**src/awcr_pkg.sv**
```systemverilog
package awcr_pkg;

   localparam int LANES         = 8;
   localparam int BYTE_BITS     = 8;
   localparam int OFFSET_BITS   = 24;
   localparam int REACH_BITS    = 16;
   localparam int COUNT_BITS    = 17;
   localparam int SCOUNT_BITS   = 4;
   localparam int LANE_IDX_BITS = $clog2(LANES);
   localparam int LANE_CNT_BITS = $clog2(LANES + 1);
   localparam int CSR_IDX_BITS  = 2;
   localparam int CSR_DATA_BITS = 17;

   localparam logic [REACH_BITS-1:0]  REACH_RESET        = REACH_BITS'(10000);
   localparam logic [SCOUNT_BITS-1:0] SAMPLE_COUNT_RESET = SCOUNT_BITS'(2);
   localparam logic [COUNT_BITS-1:0]  COUNT_MAX          = '1;

   localparam logic [CSR_IDX_BITS-1:0] CSR_SAMPLE_COUNT = 2'd0;
   localparam logic [CSR_IDX_BITS-1:0] CSR_LOWER_BOUND  = 2'd1;
   localparam logic [CSR_IDX_BITS-1:0] CSR_REACH        = 2'd2;

   localparam logic CMD_DESCRIPTOR = 1'b0;
   localparam logic CMD_COLUMN     = 1'b1;

   localparam logic KIND_WINDOW = 1'b0;
   localparam logic KIND_MATCH  = 1'b1;

   typedef struct packed {
      logic step;
      logic clear;
   } run_ctrl_type;

   typedef struct packed {
      logic [COUNT_BITS-1:0] best_begin;
      logic [COUNT_BITS-1:0] best_size;
   } run_status_type;

endpackage

```
**src/awcr_lane.sv**
```systemverilog
module awcr_lane (
   input  logic [awcr_pkg::BYTE_BITS-1:0] lane_byte,
   input  logic [awcr_pkg::BYTE_BITS-1:0] ref_byte,
   input  logic                           lane_mask,
   input  logic                           lane_used,
   output logic                           lane_ok
);
   import awcr_pkg::*;

   // unused lanes never veto a column
   assign lane_ok = !lane_used || ((lane_byte == ref_byte) && !lane_mask);

endmodule

```
**src/awcr_run.sv**
```systemverilog
module awcr_run (
   input  logic                           clock,
   input  logic                           reset,
   input  awcr_pkg::run_ctrl_type         ctrl,
   input  logic [awcr_pkg::LANES-1:0]     lane_ok,
   output awcr_pkg::run_status_type       status
);
   import awcr_pkg::*;

   logic                  col_match;
   logic [COUNT_BITS-1:0] col_count_ff,  col_count_in;
   logic [COUNT_BITS-1:0] run_begin_ff,  run_begin_in;
   logic [COUNT_BITS-1:0] run_size_ff,   run_size_in;
   logic [COUNT_BITS-1:0] best_begin_ff, best_begin_in;
   logic [COUNT_BITS-1:0] best_size_ff,  best_size_in;

   assign col_match = &lane_ok;

   always_comb begin
      col_count_in  = col_count_ff;
      run_begin_in  = run_begin_ff;
      run_size_in   = run_size_ff;
      best_begin_in = best_begin_ff;
      best_size_in  = best_size_ff;
      if (ctrl.step) begin
         if (col_match) begin
            if (run_size_ff == '0) begin
               run_begin_in = col_count_ff;
            end
            if (run_size_ff != COUNT_MAX) begin
               run_size_in = run_size_ff + COUNT_BITS'(1);
            end
            // strict compare keeps the earliest of equal runs
            if (run_size_in > best_size_ff) begin
               best_size_in  = run_size_in;
               best_begin_in = run_begin_in;
            end
         end else begin
            run_size_in = '0;
         end
         if (col_count_ff != COUNT_MAX) begin
            col_count_in = col_count_ff + COUNT_BITS'(1);
         end
      end
   end

   assign status.best_begin = best_begin_in;
   assign status.best_size  = best_size_in;

   always_ff @(posedge clock) begin
      if (reset || ctrl.clear) begin
         col_count_ff  <= '0;
         run_begin_ff  <= '0;
         run_size_ff   <= '0;
         best_begin_ff <= '0;
         best_size_ff  <= '0;
      end else begin
         col_count_ff  <= col_count_in;
         run_begin_ff  <= run_begin_in;
         run_size_ff   <= run_size_in;
         best_begin_ff <= best_begin_in;
         best_size_ff  <= best_size_in;
      end
   end

endmodule

```
**src/aligned_window_common_run_core.sv**
```systemverilog
// Longest common run finder over up to eight aligned byte samples. Send one
// descriptor item per sample (length and suggested start); each returns one
// window report with the shared extent before and after the anchors. Then send
// one column item per aligned position; a column matches when every lane in use
// carries lane 0's byte and no mask bit in use is set. Descriptors and columns
// without last_column are taken one per cycle, limited only by the output
// register: the eight lane comparators and the run tracker's update logic are
// combinational. On the last column the block emits one not-worked result, or
// one result per lane in use, one per cycle while rsp_stall is low once the
// sequencer is loaded; the input stalls meanwhile. The search state then clears;
// anchors are kept. Write registers only while the block is idle.
module aligned_window_common_run_core (
   input  logic                                   clock,
   input  logic                                   reset,

   input  logic                                   csr_we,
   input  logic [awcr_pkg::CSR_IDX_BITS-1:0]      csr_index,
   input  logic [awcr_pkg::CSR_DATA_BITS-1:0]     csr_wdata,

   input  logic                                   req_valid,
   output logic                                   req_stall,
   input  logic                                   req_cmd,
   input  logic [2:0]                             req_sample_index,
   input  logic [awcr_pkg::OFFSET_BITS-1:0]       req_sample_length,
   input  logic [awcr_pkg::OFFSET_BITS-1:0]       req_start_hint,
   input  logic [awcr_pkg::LANES*awcr_pkg::BYTE_BITS-1:0] req_column_bytes,
   input  logic [awcr_pkg::LANES-1:0]             req_column_masks,
   input  logic                                   req_last_column,

   output logic                                   rsp_valid,
   input  logic                                   rsp_stall,
   output logic                                   rsp_kind,
   output logic [awcr_pkg::REACH_BITS-1:0]        rsp_window_before,
   output logic [awcr_pkg::REACH_BITS-1:0]        rsp_window_after,
   output logic [2:0]                             rsp_result_sample,
   output logic [awcr_pkg::OFFSET_BITS-1:0]       rsp_match_position,
   output logic [awcr_pkg::COUNT_BITS-1:0]        rsp_match_length,
   output logic                                   rsp_worked,
   output logic                                   rsp_last_result
);
   import awcr_pkg::*;

   // registers
   logic [SCOUNT_BITS-1:0] sample_count_ff;
   logic [COUNT_BITS-1:0]  lower_bound_ff;
   logic [REACH_BITS-1:0]  reach_ff;
   logic [REACH_BITS-1:0]  extent_before_ff, extent_before_in;
   logic [REACH_BITS-1:0]  extent_after_ff,  extent_after_in;
   logic [OFFSET_BITS-1:0] anchor_ff [LANES];

   // result sequencer
   logic                     emit_active_ff, emit_active_in;
   logic [LANE_IDX_BITS-1:0] emit_idx_ff,    emit_idx_in;
   logic [LANE_CNT_BITS-1:0] emit_n_ff,      emit_n_in;
   logic [REACH_BITS-1:0]    emit_before_ff, emit_before_in;
   logic [REACH_BITS-1:0]    emit_after_ff,  emit_after_in;
   logic [COUNT_BITS-1:0]    emit_begin_ff,  emit_begin_in;
   logic [COUNT_BITS-1:0]    emit_size_ff,   emit_size_in;

   // output register
   logic                   rsp_valid_ff,    rsp_valid_in;
   logic                   rsp_kind_ff,     rsp_kind_in;
   logic [REACH_BITS-1:0]  rsp_before_ff,   rsp_before_in;
   logic [REACH_BITS-1:0]  rsp_after_ff,    rsp_after_in;
   logic [2:0]             rsp_sample_ff,   rsp_sample_in;
   logic [OFFSET_BITS-1:0] rsp_position_ff, rsp_position_in;
   logic [COUNT_BITS-1:0]  rsp_length_ff,   rsp_length_in;
   logic                   rsp_worked_ff,   rsp_worked_in;
   logic                   rsp_last_ff,     rsp_last_in;

   logic                     out_free;
   logic                     accept;
   logic                     take_desc;
   logic                     take_last;
   logic [LANE_CNT_BITS-1:0] lanes_n;
   logic [LANES-1:0]         lane_used;
   logic [LANES-1:0]         lane_ok;
   run_ctrl_type             run_ctrl;
   run_status_type           run_status;

   logic [OFFSET_BITS-1:0]   start_fix;
   logic [OFFSET_BITS-1:0]   after_raw;
   logic [OFFSET_BITS-1:0]   reach_wide;
   logic [REACH_BITS-1:0]    desc_before;
   logic [REACH_BITS-1:0]    desc_after;
   logic [OFFSET_BITS-1:0]   emit_position;
   logic                     emit_final;

   assign out_free  = !rsp_valid_ff || !rsp_stall;
   assign req_stall = emit_active_ff || !out_free;
   assign accept    = req_valid && !req_stall;
   assign take_desc = accept && (req_cmd == CMD_DESCRIPTOR);
   assign take_last = accept && (req_cmd == CMD_COLUMN) && req_last_column;

   always_comb begin
      if (sample_count_ff == '0) begin
         lanes_n = LANE_CNT_BITS'(1);
      end else if (sample_count_ff > SCOUNT_BITS'(LANES)) begin
         lanes_n = LANE_CNT_BITS'(LANES);
      end else begin
         lanes_n = LANE_CNT_BITS'(sample_count_ff);
      end
   end

   for (genvar i = 0; i < LANES; i++) begin : g_lane
      assign lane_used[i] = LANE_CNT_BITS'(i) < lanes_n;
      awcr_lane u_lane (
         .lane_byte (req_column_bytes[i*BYTE_BITS +: BYTE_BITS]),
         .ref_byte  (req_column_bytes[BYTE_BITS-1:0]),
         .lane_mask (req_column_masks[i]),
         .lane_used (lane_used[i]),
         .lane_ok   (lane_ok[i])
      );
   end

   assign run_ctrl.step  = accept && (req_cmd == CMD_COLUMN);
   assign run_ctrl.clear = take_last;

   awcr_run u_run (
      .clock   (clock),
      .reset   (reset),
      .ctrl    (run_ctrl),
      .lane_ok (lane_ok),
      .status  (run_status)
   );

   // descriptor window arithmetic
   assign reach_wide = OFFSET_BITS'(reach_ff);
   assign start_fix  = (req_start_hint >= req_sample_length) ? '0 : req_start_hint;
   assign after_raw  = (req_sample_length == '0) ? '0 :
                       req_sample_length - OFFSET_BITS'(1) - start_fix;
   assign desc_before = (start_fix > reach_wide) ? reach_ff : start_fix[REACH_BITS-1:0];
   assign desc_after  = (after_raw > reach_wide) ? reach_ff : after_raw[REACH_BITS-1:0];

   assign emit_position = anchor_ff[emit_idx_ff] - OFFSET_BITS'(emit_before_ff)
                          + OFFSET_BITS'(emit_begin_ff);
   assign emit_final    = (LANE_CNT_BITS'(emit_idx_ff) + LANE_CNT_BITS'(1)) == emit_n_ff;

   always_comb begin
      extent_before_in = extent_before_ff;
      extent_after_in  = extent_after_ff;
      emit_active_in   = emit_active_ff;
      emit_idx_in      = emit_idx_ff;
      emit_n_in        = emit_n_ff;
      emit_before_in   = emit_before_ff;
      emit_after_in    = emit_after_ff;
      emit_begin_in    = emit_begin_ff;
      emit_size_in     = emit_size_ff;
      rsp_valid_in     = rsp_valid_ff && rsp_stall;
      rsp_kind_in      = rsp_kind_ff;
      rsp_before_in    = rsp_before_ff;
      rsp_after_in     = rsp_after_ff;
      rsp_sample_in    = rsp_sample_ff;
      rsp_position_in  = rsp_position_ff;
      rsp_length_in    = rsp_length_ff;
      rsp_worked_in    = rsp_worked_ff;
      rsp_last_in      = rsp_last_ff;

      if (emit_active_ff && out_free) begin
         rsp_valid_in    = 1'b1;
         rsp_kind_in     = KIND_MATCH;
         rsp_before_in   = emit_before_ff;
         rsp_after_in    = emit_after_ff;
         rsp_sample_in   = 3'(emit_idx_ff);
         rsp_position_in = emit_position;
         rsp_length_in   = emit_size_ff;
         rsp_worked_in   = 1'b1;
         rsp_last_in     = emit_final;
         emit_idx_in     = emit_idx_ff + LANE_IDX_BITS'(1);
         if (emit_final) begin
            emit_active_in = 1'b0;
         end
      end

      if (take_desc) begin
         if (desc_before < extent_before_ff) begin
            extent_before_in = desc_before;
         end
         if (desc_after < extent_after_ff) begin
            extent_after_in = desc_after;
         end
         rsp_valid_in    = 1'b1;
         rsp_kind_in     = KIND_WINDOW;
         rsp_before_in   = extent_before_in;
         rsp_after_in    = extent_after_in;
         rsp_sample_in   = '0;
         rsp_position_in = '0;
         rsp_length_in   = '0;
         rsp_worked_in   = 1'b0;
         rsp_last_in     = 1'b1;
      end

      if (take_last) begin
         if (run_status.best_size > lower_bound_ff) begin
            emit_active_in = 1'b1;
            emit_idx_in    = '0;
            emit_n_in      = lanes_n;
            emit_before_in = extent_before_ff;
            emit_after_in  = extent_after_ff;
            emit_begin_in  = run_status.best_begin;
            emit_size_in   = run_status.best_size;
         end else begin
            rsp_valid_in    = 1'b1;
            rsp_kind_in     = KIND_MATCH;
            rsp_before_in   = extent_before_ff;
            rsp_after_in    = extent_after_ff;
            rsp_sample_in   = '0;
            rsp_position_in = '0;
            rsp_length_in   = '0;
            rsp_worked_in   = 1'b0;
            rsp_last_in     = 1'b1;
         end
         extent_before_in = reach_ff;
         extent_after_in  = reach_ff;
      end

      if (csr_we && (csr_index == CSR_REACH)) begin
         extent_before_in = csr_wdata[REACH_BITS-1:0];
         extent_after_in  = csr_wdata[REACH_BITS-1:0];
      end
   end

   always_ff @(posedge clock) begin
      if (reset) begin
         sample_count_ff  <= SAMPLE_COUNT_RESET;
         lower_bound_ff   <= '0;
         reach_ff         <= REACH_RESET;
         extent_before_ff <= REACH_RESET;
         extent_after_ff  <= REACH_RESET;
         emit_active_ff   <= 1'b0;
         emit_idx_ff      <= '0;
         rsp_valid_ff     <= 1'b0;
      end else begin
         if (csr_we) begin
            case (csr_index)
               CSR_SAMPLE_COUNT: sample_count_ff <= csr_wdata[SCOUNT_BITS-1:0];
               CSR_LOWER_BOUND:  lower_bound_ff  <= csr_wdata[COUNT_BITS-1:0];
               CSR_REACH:        reach_ff        <= csr_wdata[REACH_BITS-1:0];
               default: ;
            endcase
         end
         extent_before_ff <= extent_before_in;
         extent_after_ff  <= extent_after_in;
         emit_active_ff   <= emit_active_in;
         emit_idx_ff      <= emit_idx_in;
         rsp_valid_ff     <= rsp_valid_in;
      end
   end

   always_ff @(posedge clock) begin
      if (take_desc) begin
         anchor_ff[req_sample_index[LANE_IDX_BITS-1:0]] <= start_fix;
      end
      emit_n_ff       <= emit_n_in;
      emit_before_ff  <= emit_before_in;
      emit_after_ff   <= emit_after_in;
      emit_begin_ff   <= emit_begin_in;
      emit_size_ff    <= emit_size_in;
      rsp_kind_ff     <= rsp_kind_in;
      rsp_before_ff   <= rsp_before_in;
      rsp_after_ff    <= rsp_after_in;
      rsp_sample_ff   <= rsp_sample_in;
      rsp_position_ff <= rsp_position_in;
      rsp_length_ff   <= rsp_length_in;
      rsp_worked_ff   <= rsp_worked_in;
      rsp_last_ff     <= rsp_last_in;
   end

   assign rsp_valid          = rsp_valid_ff;
   assign rsp_kind           = rsp_kind_ff;
   assign rsp_window_before  = rsp_before_ff;
   assign rsp_window_after   = rsp_after_ff;
   assign rsp_result_sample  = rsp_sample_ff;
   assign rsp_match_position = rsp_position_ff;
   assign rsp_match_length   = rsp_length_ff;
   assign rsp_worked         = rsp_worked_ff;
   assign rsp_last_result    = rsp_last_ff;

endmodule

```
**config.mk**
```make
export PLATFORM = sky130hd
export DESIGN_NAME = aligned_window_common_run_core
export DESIGN_NICKNAME = d
export VERILOG_FILES = /design/src/awcr_pkg.sv /design/src/awcr_lane.sv /design/src/awcr_run.sv /design/src/aligned_window_common_run_core.sv
export SDC_FILE = /design/constraint.sdc
export NUM_CORES = 1
export LEC_CHECK = 0
export BUFFER_PORTS_ARGS = -buffer_cell sky130_fd_sc_hd__buf_2
export CELL_PAD_IN_SITES_DETAIL_PLACEMENT = 1
export CELL_PAD_IN_SITES_GLOBAL_PLACEMENT = 1
export CORE_UTILIZATION = 44
export CTS_BUF_LIST = sky130_fd_sc_hd__clkbuf_8
export CTS_CLUSTER_DIAMETER = 200
export DETAILED_ROUTE_END_ITERATION = 8
export HOLD_SLACK_MARGIN = 0.12
export PLACE_DENSITY_LB_ADDON = 0.2
export SYNTH_ARGS = -nofsm -noshare
export SYNTH_HDL_FRONTEND = slang
export SYNTH_SLANG_ARGS = --single-unit
```
**constraint.sdc**
```tcl
create_clock -name clock -period 9.9 [get_ports clock]
set_clock_uncertainty 0.1 [all_clocks]
set_input_delay 1.98 -clock clock [delete_from_list [all_inputs] [get_ports clock]]
set_output_delay 1.98 -clock clock [all_outputs]
set_load 0.01 [all_outputs]
```
[After elaboration in Yosys (flattened, before gate mapping)]
Memories as Yosys holds them, arrays and structs flattened. A register that Yosys moved wholly into a read port is not among the register bits.
Index checks and enable logic that the tools add are counted.
Word-level totals
  flip-flop bits (word level): 308
  bits in latches: 0
  bits in writable memories: 192
  memory bits (read-only): 0
  bits of input ports: 149
  word-level logic and storage cells: 192
  memories kept: 1
Operators by class
  add/subtract/negate cells: 8
  multiply operators: 0
  divide/modulo/power cells: 0
  $lt $le $gt $ge: 16
  equal/unequal tests: 12
  shift operators: 0
  multiplexer cells: 71
  bitwise operators: 1
  reduce and logical (&&, ||, !) cells: 57
Memories
  anchor_ff: depth 8, bits a word 24, rd ports 1, clocked after memory_dff 1, wr ports 1, RTL line aligned_window_common_run_core.sv:49  | logic [OFFSET_BITS-1:0] anchor_ff [LANES];
Operators with widths (count)
  $mux 16: 18
  $mux 17: 15
  $mux 24: 6
  $eq 8x8->1: 7
  $gt 24x16->1: 2
  $add 17x1->17 const B: 2
  $gt 17x17->1: 2
  $ne 17x17->1 const B: 2
  $lt 16x16->1: 2
  $add 24x17->24: 1
  $ge 24x24->1: 1
  $logic_not 24->1: 1
  $mux 3: 8
  $sub 24x1->24 const B: 1
  $sub 24x16->24: 1
  $sub 24x24->24: 1
  $mux 1: 22
  $logic_not 1->1: 20
  $logic_not 17->1: 1
  $lt 3x4->1 const A: 4
  $logic_and 1x1->1: 14
  $logic_or 1x1->1: 11
  $reduce_and 2->1: 5
  $reduce_and 9->1: 1
  other kinds (14): 17

[Depth between registers and ports, before layout]
Gate-level depths: netlist of run 1.
  depth in word-level cells: 17
  depth in mapped cells: 42
  depth with buffers taken out: 41

[By module]
A second synthesis of run 1 with hierarchy kept.
Second synthesis, totals
  cell total of the unflattened synthesis: 2721
  area total of the unflattened synthesis: 27483.9 um2
Modules (own cells, without submodules)
  aligned_window_common_run_core: instances 1, cells an instance 2033, area an instance 21668.3 um2
  awcr_run: instances 1, cells an instance 600, area an instance 5034.8 um2
  awcr_lane: instances 8, cells an instance 11, area an instance 97.6 um2

[Worst setup path before layout of run 1]
OpenSTA, ideal clock, no wires.
  path kind: input port to flip-flop
  start: input port req_sample_length[11] in the netlist's numbering
  end: register rsp_after_ff[6], in the netlist rsp_window_after[6]
  data arrival time: 10.326 ns
  data required time: 9.668 ns
  path slack: -0.658 ns
  cell stages on the path: 40
  buffers on the path: 2
  path through: inv_1 ha_1 a21oi_1 o21ai_0 a2111oi_0 a2111oi_0 nor2_1 clkbuf_1 nand2_1 ha_1 a211oi_1 o211a_1 o21bai_1 a21o_1 a21o_1 a21oi_1 xnor2_1 nor2b_1 [4 not listed] nor4_1 nor2_1 or4_1 or4b_4 o31ai_4 mux2_2 ha_1 a21o_1 a21o_1 a21o_1 a21o_1 a21o_1 a21o_1 a221oi_1 inv_1 nor3_2 buf_2 a222oi_1
Between the ends
  word-level cells in the longest chain between the ends: 11
Ends and longest elaborated chain
  start: declaration: RTL line aligned_window_common_run_core.sv:24  | input logic [awcr_pkg::OFFSET_BITS-1:0] req_sample_length,
  $ge 24x24->1: RTL line aligned_window_common_run_core.sv:129  | assign start_fix = (req_start_hint >= req_sample_length) ? '0 : req_start_hint;
  $mux 24: RTL line aligned_window_common_run_core.sv:129
  $sub 24x24->24: RTL line aligned_window_common_run_core.sv:131  | req_sample_length - OFFSET_BITS'(1) - start_fix;
  $mux 24 *: RTL line aligned_window_common_run_core.sv:130  | assign after_raw = (req_sample_length == '0) ? '0 :
  $gt 24x16->1: RTL line aligned_window_common_run_core.sv:133  | assign desc_after = (after_raw > reach_wide) ? reach_ff : after_raw[REACH_BITS-1:0];
  $mux 16 *: RTL line aligned_window_common_run_core.sv:133
  $lt 16x16->1: RTL line aligned_window_common_run_core.sv:179  | if (desc_after < extent_after_ff) begin
  $mux 16 *: RTL line aligned_window_common_run_core.sv:179
  $mux 16 *: RTL line aligned_window_common_run_core.sv:175  | if (take_desc) begin
  $mux 16: RTL line aligned_window_common_run_core.sv:194  | if (run_status.best_size > lower_bound_ff) begin
  $mux 16 *: RTL line aligned_window_common_run_core.sv:193  | if (take_last) begin
  named net rsp_after_in[6]: RTL line aligned_window_common_run_core.sv:64  | logic [REACH_BITS-1:0] rsp_after_ff, rsp_after_in;
  end signal: assignment: RTL line aligned_window_common_run_core.sv:261  | rsp_after_ff <= rsp_after_in;
  end: declaration: RTL line aligned_window_common_run_core.sv:64
Mark *: on every way through the listed nets, which the timed path passes. The rest lies on a longest branch.
A chain may end at the register's enable or synchronous reset.

[Worst setup path in the final report of run 1]
  start: input port req_sample_length[23] in the netlist's numbering
  end: register rsp_after_ff[5], in the netlist rsp_window_after[5]
Same word-level chain as after synthesis.

==> metrics.txt, run 1 <==
vias in the first global route=roughly 23000; min Tclk post-route=9.68 ns; flop2flop setup slack=2.00 ns; Setup Total Neg Slack=0 ns; Max Cap Viol=0; Slew headroom=19.2%; Place WS=-0.908 ns; CTS tree=done; Num CTS Buffers=87; syn nets=2937; ys flop type=edfxtp_1; worst-margin pin slew=~1.2 ns; Hold WS=0.325 ns; Pleak=13.3 nW; num ports=230; post-layout power=5.69 mW; Layout Area Growth over Synthesis=21.9%; Avg Inst Size Synth=between 10 and 15 µm²; NetSw=between 1.5 and 2 mW; maximum vdd drop=around 90 µV; kind of critical path=in2reg; FFs w/ async S/R, synth=0%; status=finished clean; sequential area share after synthesis=47.4%; share of layout cells above drive strength 1=25.2%; WHS Path Cells=0; post-detailed-route count of antenna-violating nets=0; pwr/cell area=175 nW/µm²; FF-to-FF End=rsp_match_position[22]$_DFF_P_; Netlist Area Pre-Place=~27000 µm²; Cell Rows=89; Placed Cells=3680; initial antenna violation count=2; Max FO, Critical Path=8; final number of setup-violating endpoints=0; warnings from Yosys=0; CP arrival=10.11 ns; critical path's slowest cell=or4b_4; Total Die Area=roughly 60000 µm²; Tcrit/Tclk final=97.8%; final instance area=32500 µm²; Synth Register Bits=500; cell-internal power=3.88 mW; Clock Sinks=500; Fmax=approximately 100 MHz; CTS root buf=clkbuf_8; Slowest Stage Delay on Critical Path=around 0.59 ns; WL final=88800 µm; htree depth=3; Fill cells=between 6000 and 7000; switching share of power=31.9%; Crit path required time=10.33 ns; # port buffers=229; Util after Layout=between 50 and 60%; post-DP HPWL=66000 µm; clock-pin slew on the worst setup and hold paths=0.07 ns; Finished Layout Cells=3860; buffer depth of the longest clock path=3; R2R Path Start=u_run.run_size_ff[10]$_SDFFE_PP0P_; Chip Height=about 250 µm; Hold Crit Class=reg2reg; Overflow after GRT=0; final hold viol count=0; register share of total power=42.8%; Final Worst Setup Slack=~0.22 ns; worst hold start=extent_before_ff[4]$_SDFFE_PP1P_; hold endpoint=emit_before_ff[4]$_DFFE_PP_; Cells after Synth=2597; DP Area=30100 µm²; vias per cell=roughly 5.7; Die W=around 250 µm; Core Area=59500 µm²; post-DR wirelength/cell=23.0 µm; Clock power frac=32.1%; Nets=3356; Worst setup SP type=primary input; DRC=0; via count=22080; Clk Latency, worst-skew pair=approximately 0.7 ns; first-pass GRT wire length=135000 µm; initial detailed-routing violation count=approximately 1500; all-layer global routing usage=28.7%; FF-to-FF path depth=29; Initial Utilization=44.9%; TritonRoute pass-1 iters=5; Crit. End Element=flip-flop; power share of the combinational group=25.1%; gpl congestion=0.934; largest net degree at the start of global routing=86; Netlist cell types=77; Max Slew Vio Count=0; number of synthesized flops with an enable pin=approximately 260
==> cell usage after synthesis, drive strengths merged, types with 39 or more instances <==
master	count	area share, %
nand2	278	3.9
edfxtp	262	29
dfxtp	238	18
a21oi	217	4.1
inv	204	2.9
ha	174	8.2
nor2	172	2.4
nor3	106	2.0
clkbuf	94	1.3
o21ai	89	1.7
xnor2	77	2.5
mux2i	76	2.9
xor2	53	1.7
mux4	48	4.1
a21o	43	1.2
nand4	39	0.91
==> power groups by stage <==
stage,logic [mW],registers [mW],clock network (mW)
global placement,1.27,2.47,0
detailed placement,1.32,2.47,0
floorplan,0.736,2.46,0
global route,1.55,2.44,1.95
CTS,1.35,2.43,1.86
finish,1.43,2.43,1.83
==> registers in the layout, summed over array words and instances (netlist names), 3 cells and up <==
name                 flops
extent_after_ff         16
u_run.col_count_ff      17
emit_idx_ff              3
rsp_match_position      24
rsp_result_sample        3
rsp_window_before       16
emit_before_ff          16
emit_n_ff                4
u_run.best_size_ff      17
sample_count_ff          4
anchor_ff              192
emit_begin_ff           17
u_run.best_begin_ff     17
u_run.run_size_ff       17
emit_after_ff           16
u_run.run_begin_ff      17
rsp_window_after        16
rsp_match_length        17
reach_ff                16
emit_size_ff            17
lower_bound_ff          17
extent_before_ff        16
==> worst max-delay path by stage <==
stage	startpoint	end	slack, ns	cells after the start
6_report	req_sample_length[23]	rsp_window_after[5]$_DFF_P_	0.22	44
5_1_grt	req_sample_length[23]	extent_after_ff[5]$_SDFFE_PP0P_	-0.12	43
4_1_cts	req_sample_length[2]	rsp_window_after[3]$_DFF_P_	0.01	42
3_5_place_dp	req_sample_length[2]	rsp_window_after[13]$_DFF_P_	-0.91	39
3_3_place_gp	req_sample_length[7]	rsp_window_after[1]$_DFF_P_	-0.50	40
2_1_floorplan	req_sample_length[7]	rsp_window_after[10]$_DFF_P_	0.004	40
==> worst max-delay path: cells and delay by family <==
kind	cells	cell delay (ns)
simple gates	13	2.74
fa+ha+maj	5	1.28
compound gates	14	2.60
buf+inv	11	1.34
xor+xnor	1	0.13
==> cell type report <==
class / count / area (µm²) / share of cell area (%)
antenna: 1 / 2.50 / 0.00769
clock buffer: 103 / 1420 / 4.36
clock inverter: 56 / 259 / 0.796
inverter: 204 / 766 / 2.35
multi-input combinational: 1773 / 13600 / 41.8
sequential: 500 / 12600 / 38.8
tap: 773 / 967 / 2.97
timing repair buffer: 450 / 2890 / 8.88
==> cell usage in the layout, fill, tap and decap left out, types with 8 or more instances in the layout <==
cell type	instances
a211oi_1	23
a21o_1	43
a21oi_1	197
a21oi_2	17
a221o_1	25
a22oi_1	11
a311oi_1	10
and2_1	18
and3_1	15
buf_2	229
buf_4	212
clkbuf_8	103
clkinv_1	9
dfxtp_1	236
edfxtp_1	262
fa_1	16
ha_1	149
ha_4	22
inv_1	231
mux2_2	26
mux2i_1	76
mux4_2	48
nand2_1	268
nand2b_1	10
nand3_1	33
nand4_1	39
nor2_1	167
nor2b_1	17
nor3_1	97
nor4_1	21
nor4_2	9
o211ai_1	9
o21a_1	25
o21ai_0	82
o21bai_1	8
o22ai_1	9
or2_2	8
xnor2_1	76
xor2_1	53
==> logic make-up after synthesis <==
kind of cell	synth area share (%)
flip-flops	47.4
AO/OA/AOI/OAI	12.8
AND/OR/NAND/NOR	13.4
XOR/XNOR	4.27
buffers and inverters	4.63
multiplexers	8.09
adder cells (fa/ha/maj)	9.47
==> metal layers <==
| metal | up-vias | routed length, µm | share of wire, % | global-route usage [%] |
|---|---|---|---|---|
| met1 | 11079 | 37600 | 42 | 36.1 |
| met2 | 624 | 44200 | 50 | 50.6 |
| met4 | 2 | 2430 | 2.7 | 9.34 |
| met5 | - | 8 | 0.0090 | 0 |
| met3 | 137 | 4560 | 5.1 | 4.05 |
| li1 | 10238 | - | - | - |
==> timing repair <==
action / in CTS / in global routing
setup buffers: 7 / 12
gates cloned: 1 / 1
gates resized for setup: 18 / 87
pin swaps: 9 / 48
endpoints found under the setup margin: 32 / 32
hold buffers: 0 / 0
hold endpoints to repair: 0 / 0
Power figures use the tool's default switching activity.
==> run 2: changes to the inputs <==
ABC_AREA = 1   (was not set)
CORE_UTILIZATION = 43   (was 44)
==> metrics.txt, run 2 <==
FF-to-FF End=rsp_match_position[4]$_DFF_P_; CP Buf/Inv Count=8; TritonRoute pass-1 iters=5; clock-pin slew on the worst setup and hold paths=about 0.06 ns; WL final=~100000 µm; min Tclk post-route=9.29 ns; warnings from Yosys=0; Util after Layout=49.7%; Overflow after GRT=0; Netlist Area Pre-Place=approximately 27000 µm²; max FFs per register=~190; Synth Area in XOR/XNOR=1.79%; vias in the first global route=25732; Die W=255 µm; CTS root buf=clkbuf_8; num ports=230; Tcrit/Tclk final=93.8%; final hold viol count=0; Chip Height=255 µm; Cell Rows=92; DRC=0; Synth Area in Adders=between 9 and 10%; Fill cells=7648; gpl congestion=0.985; Core Area=63100 µm²; post-synth top area share=approximately 29%; syn nets=3651; Clock Sinks=500; commonest non-fill, non-tap cell in the layout=nand2_1; # port buffers=229; number of synthesized flops with an enable pin=262; Layout Area Growth over Synthesis=14.2%; worst-margin pin slew=1.09 ns; flop2flop setup slack=approximately 1.5 ns; first-pass GRT wire length=roughly 150000 µm; largest net degree at the start of global routing=81; Worst setup SP type=primary input; critical path's slowest cell=a21oi_1; kind of critical path=in2reg; Max Cap Viol=0; RSZ-0062 raised after global routing=false; share of layout cells above drive strength 1=14.8%; combinational family with the most area after synthesis=simple AND/OR/NAND/NOR gates; hold buffers post-CTS=0; Hold WS=between 0.3 and 0.4 ns; all-layer global routing usage=a little under a third; vias per cell=5.55; initial antenna violation count=3; post-DP HPWL=72600 µm; final number of setup-violating endpoints=0; Avg Inst Size Synth=8.30 µm²; R2R Path Start=u_run.run_size_ff[1]$_SDFFE_PP0P_; Initial Utilization=43.5%; sequential area share after synthesis=46.0%; Cells after Synth=3311; Setup crit end=extent_after_ff[10]$_SDFFE_PP1P_; dominant cell type by area after synthesis=edfxtp_1; Fmax=~110 MHz; post-DR wirelength/cell=22.1 µm; Synth Register Bits=500; critical path depth in cells=52; cell mode on critical path=nand2_1; Clk Latency, worst-skew pair=about 0.70 ns; post-cts resize count=0; buffer depth of the longest clock path=3; initial detailed-routing violation count=1641; most common library cells after synthesis=535 x nand2_1, 446 x inv_1, 393 x nor2_1; most common cell in the netlist=nand2_1; pwr/cell area=roughly 180 nW/µm²; post-detailed-route count of antenna-violating nets=0; ys flop type=edfxtp_1; Crit path max-delay family=simple AND/OR/NAND/NOR gates; post-layout power=between 5 and 6 mW; Slew headroom=27.4%; Compound-Gate Fraction of Synth Area=16.4%; mux cell area share after synthesis=0.0364%; worst setup path startpoint=req_sample_length[15]; Post CTS Setup Buffer Count=0; synth top area cells=edfxtp_1 29%, dfxtp_1 17%, ha_1 7.9%; Max FO, Critical Path=30; Netlist cell types=between 50 and 60; FF-to-FF path depth=40; maximum vdd drop=~100 µV; Simple-Gate Fraction of Synth Area=a little under a fifth; Hold Crit Class=reg2reg; Nets=roughly 3900; CTS tree=done; FFs w/ async S/R, synth=0%; Crit. End Element=flip-flop; Max Slew Vio Count=0; htree depth=3; status=finished clean; Slowest Stage Delay on Critical Path=0.43 ns; Crit path required time=10.37 ns; Pleak=13.9 nW; commonest non-fill, non-tap cells in the layout=534 x nand2_1, 470 x inv_1, 379 x nor2_1; Num CTS Buffers=88; CP arrival=9.76 ns; via count=24732; Total Die Area=64900 µm²
## run 2: cell count changes after synthesis, moves of 50 or more
cell and delta:
inv_1 +242, mux2i_1 -75, nand2_1 +257, nand3_1 +50
nor2_1 +221, nor3_1 -65, o21ai_0 +238, xnor2_1 -51
## run 2: per-layer routing
layer | track usage, % | wire [µm] | vias up
met4 | 10.8 | 3250 | 0
met5 | 0 | 0 | -
met3 | 4.50 | 5210 | 164
met1 | 38.2 | 42400 | 12243
li1 | - | - | 11629
met2 | 52.0 | 47400 | 696
## run 2: worst min-delay path by stage
stage,cells past startpoint,to,startpoint
CTS,0,emit_before_ff[9]$_DFFE_PP_,extent_before_ff[9]$_SDFFE_PP1P_
global route,0,emit_before_ff[9]$_DFFE_PP_,extent_before_ff[9]$_SDFFE_PP1P_
floorplan,0,emit_after_ff[10]$_DFFE_PP_,extent_after_ff[10]$_SDFFE_PP1P_
finish,0,emit_before_ff[10]$_DFFE_PP_,extent_before_ff[10]$_SDFFE_PP1P_
global placement,0,emit_after_ff[9]$_DFFE_PP_,extent_after_ff[9]$_SDFFE_PP1P_
detailed placement,0,emit_before_ff[9]$_DFFE_PP_,extent_before_ff[9]$_SDFFE_PP1P_
## run 2: metrics by stage
stage / setup WS [ns] / std cells / cell area (µm²) / TNS [ns]
global route: 0.0511 / 4456 / 31400 / 0
finish: 0.612 / 4457 / 31400 / 0
global placement: -0.126 / 4296 / 29600 / -2.28
floorplan: 1.22 / 3311 / 27500 / 0
detailed placement: -0.254 / 4296 / 29600 / -3.95
CTS: 0.464 / 4455 / 31300 / 0
## run 2: area by class of cell
cell class	instances	area, µm²	share of cell area (%)
diodes	2	5.00	0.0160
clock buffers	102	1400	4.48
clock inverters	57	385	1.23
inverters	458	1720	5.49
multi-input cells	2220	12700	40.4
flip-flops and latches	500	12600	40.3
well taps	846	1060	3.38
repair buffers	272	1470	4.68
## run 2: where the power goes
group | internal [mW] | leakage, nW | switching, mW
registers | 2.30 | 4.34 | 0.0898
clock network | 1.05 | 1.02 | 0.899
logic | 0.398 | 8.48 | 0.785
total | 3.75 | 13.9 | 1.77
## run 2: worst reg2reg max path: cells and delay by family (launching register included)
| family | cells | cell delay (ns) |
|---|---|---|
| compound gates | 13 | 2.24 |
| fa+ha+maj | 3 | 0.67 |
| buf+inv | 8 | 2.24 |
| flops | 1 | 0.37 |
| simple gates | 16 | 2.69 |
## run 2: cells by family after synthesis
family,count (synthesis)
adder cells (fa/ha/maj),191
AND/OR/NAND/NOR,1188
multiplexers,1
flip-flops,500
XOR/XNOR,56
AO/OA/AOI/OAI,784
buffers and inverters,591
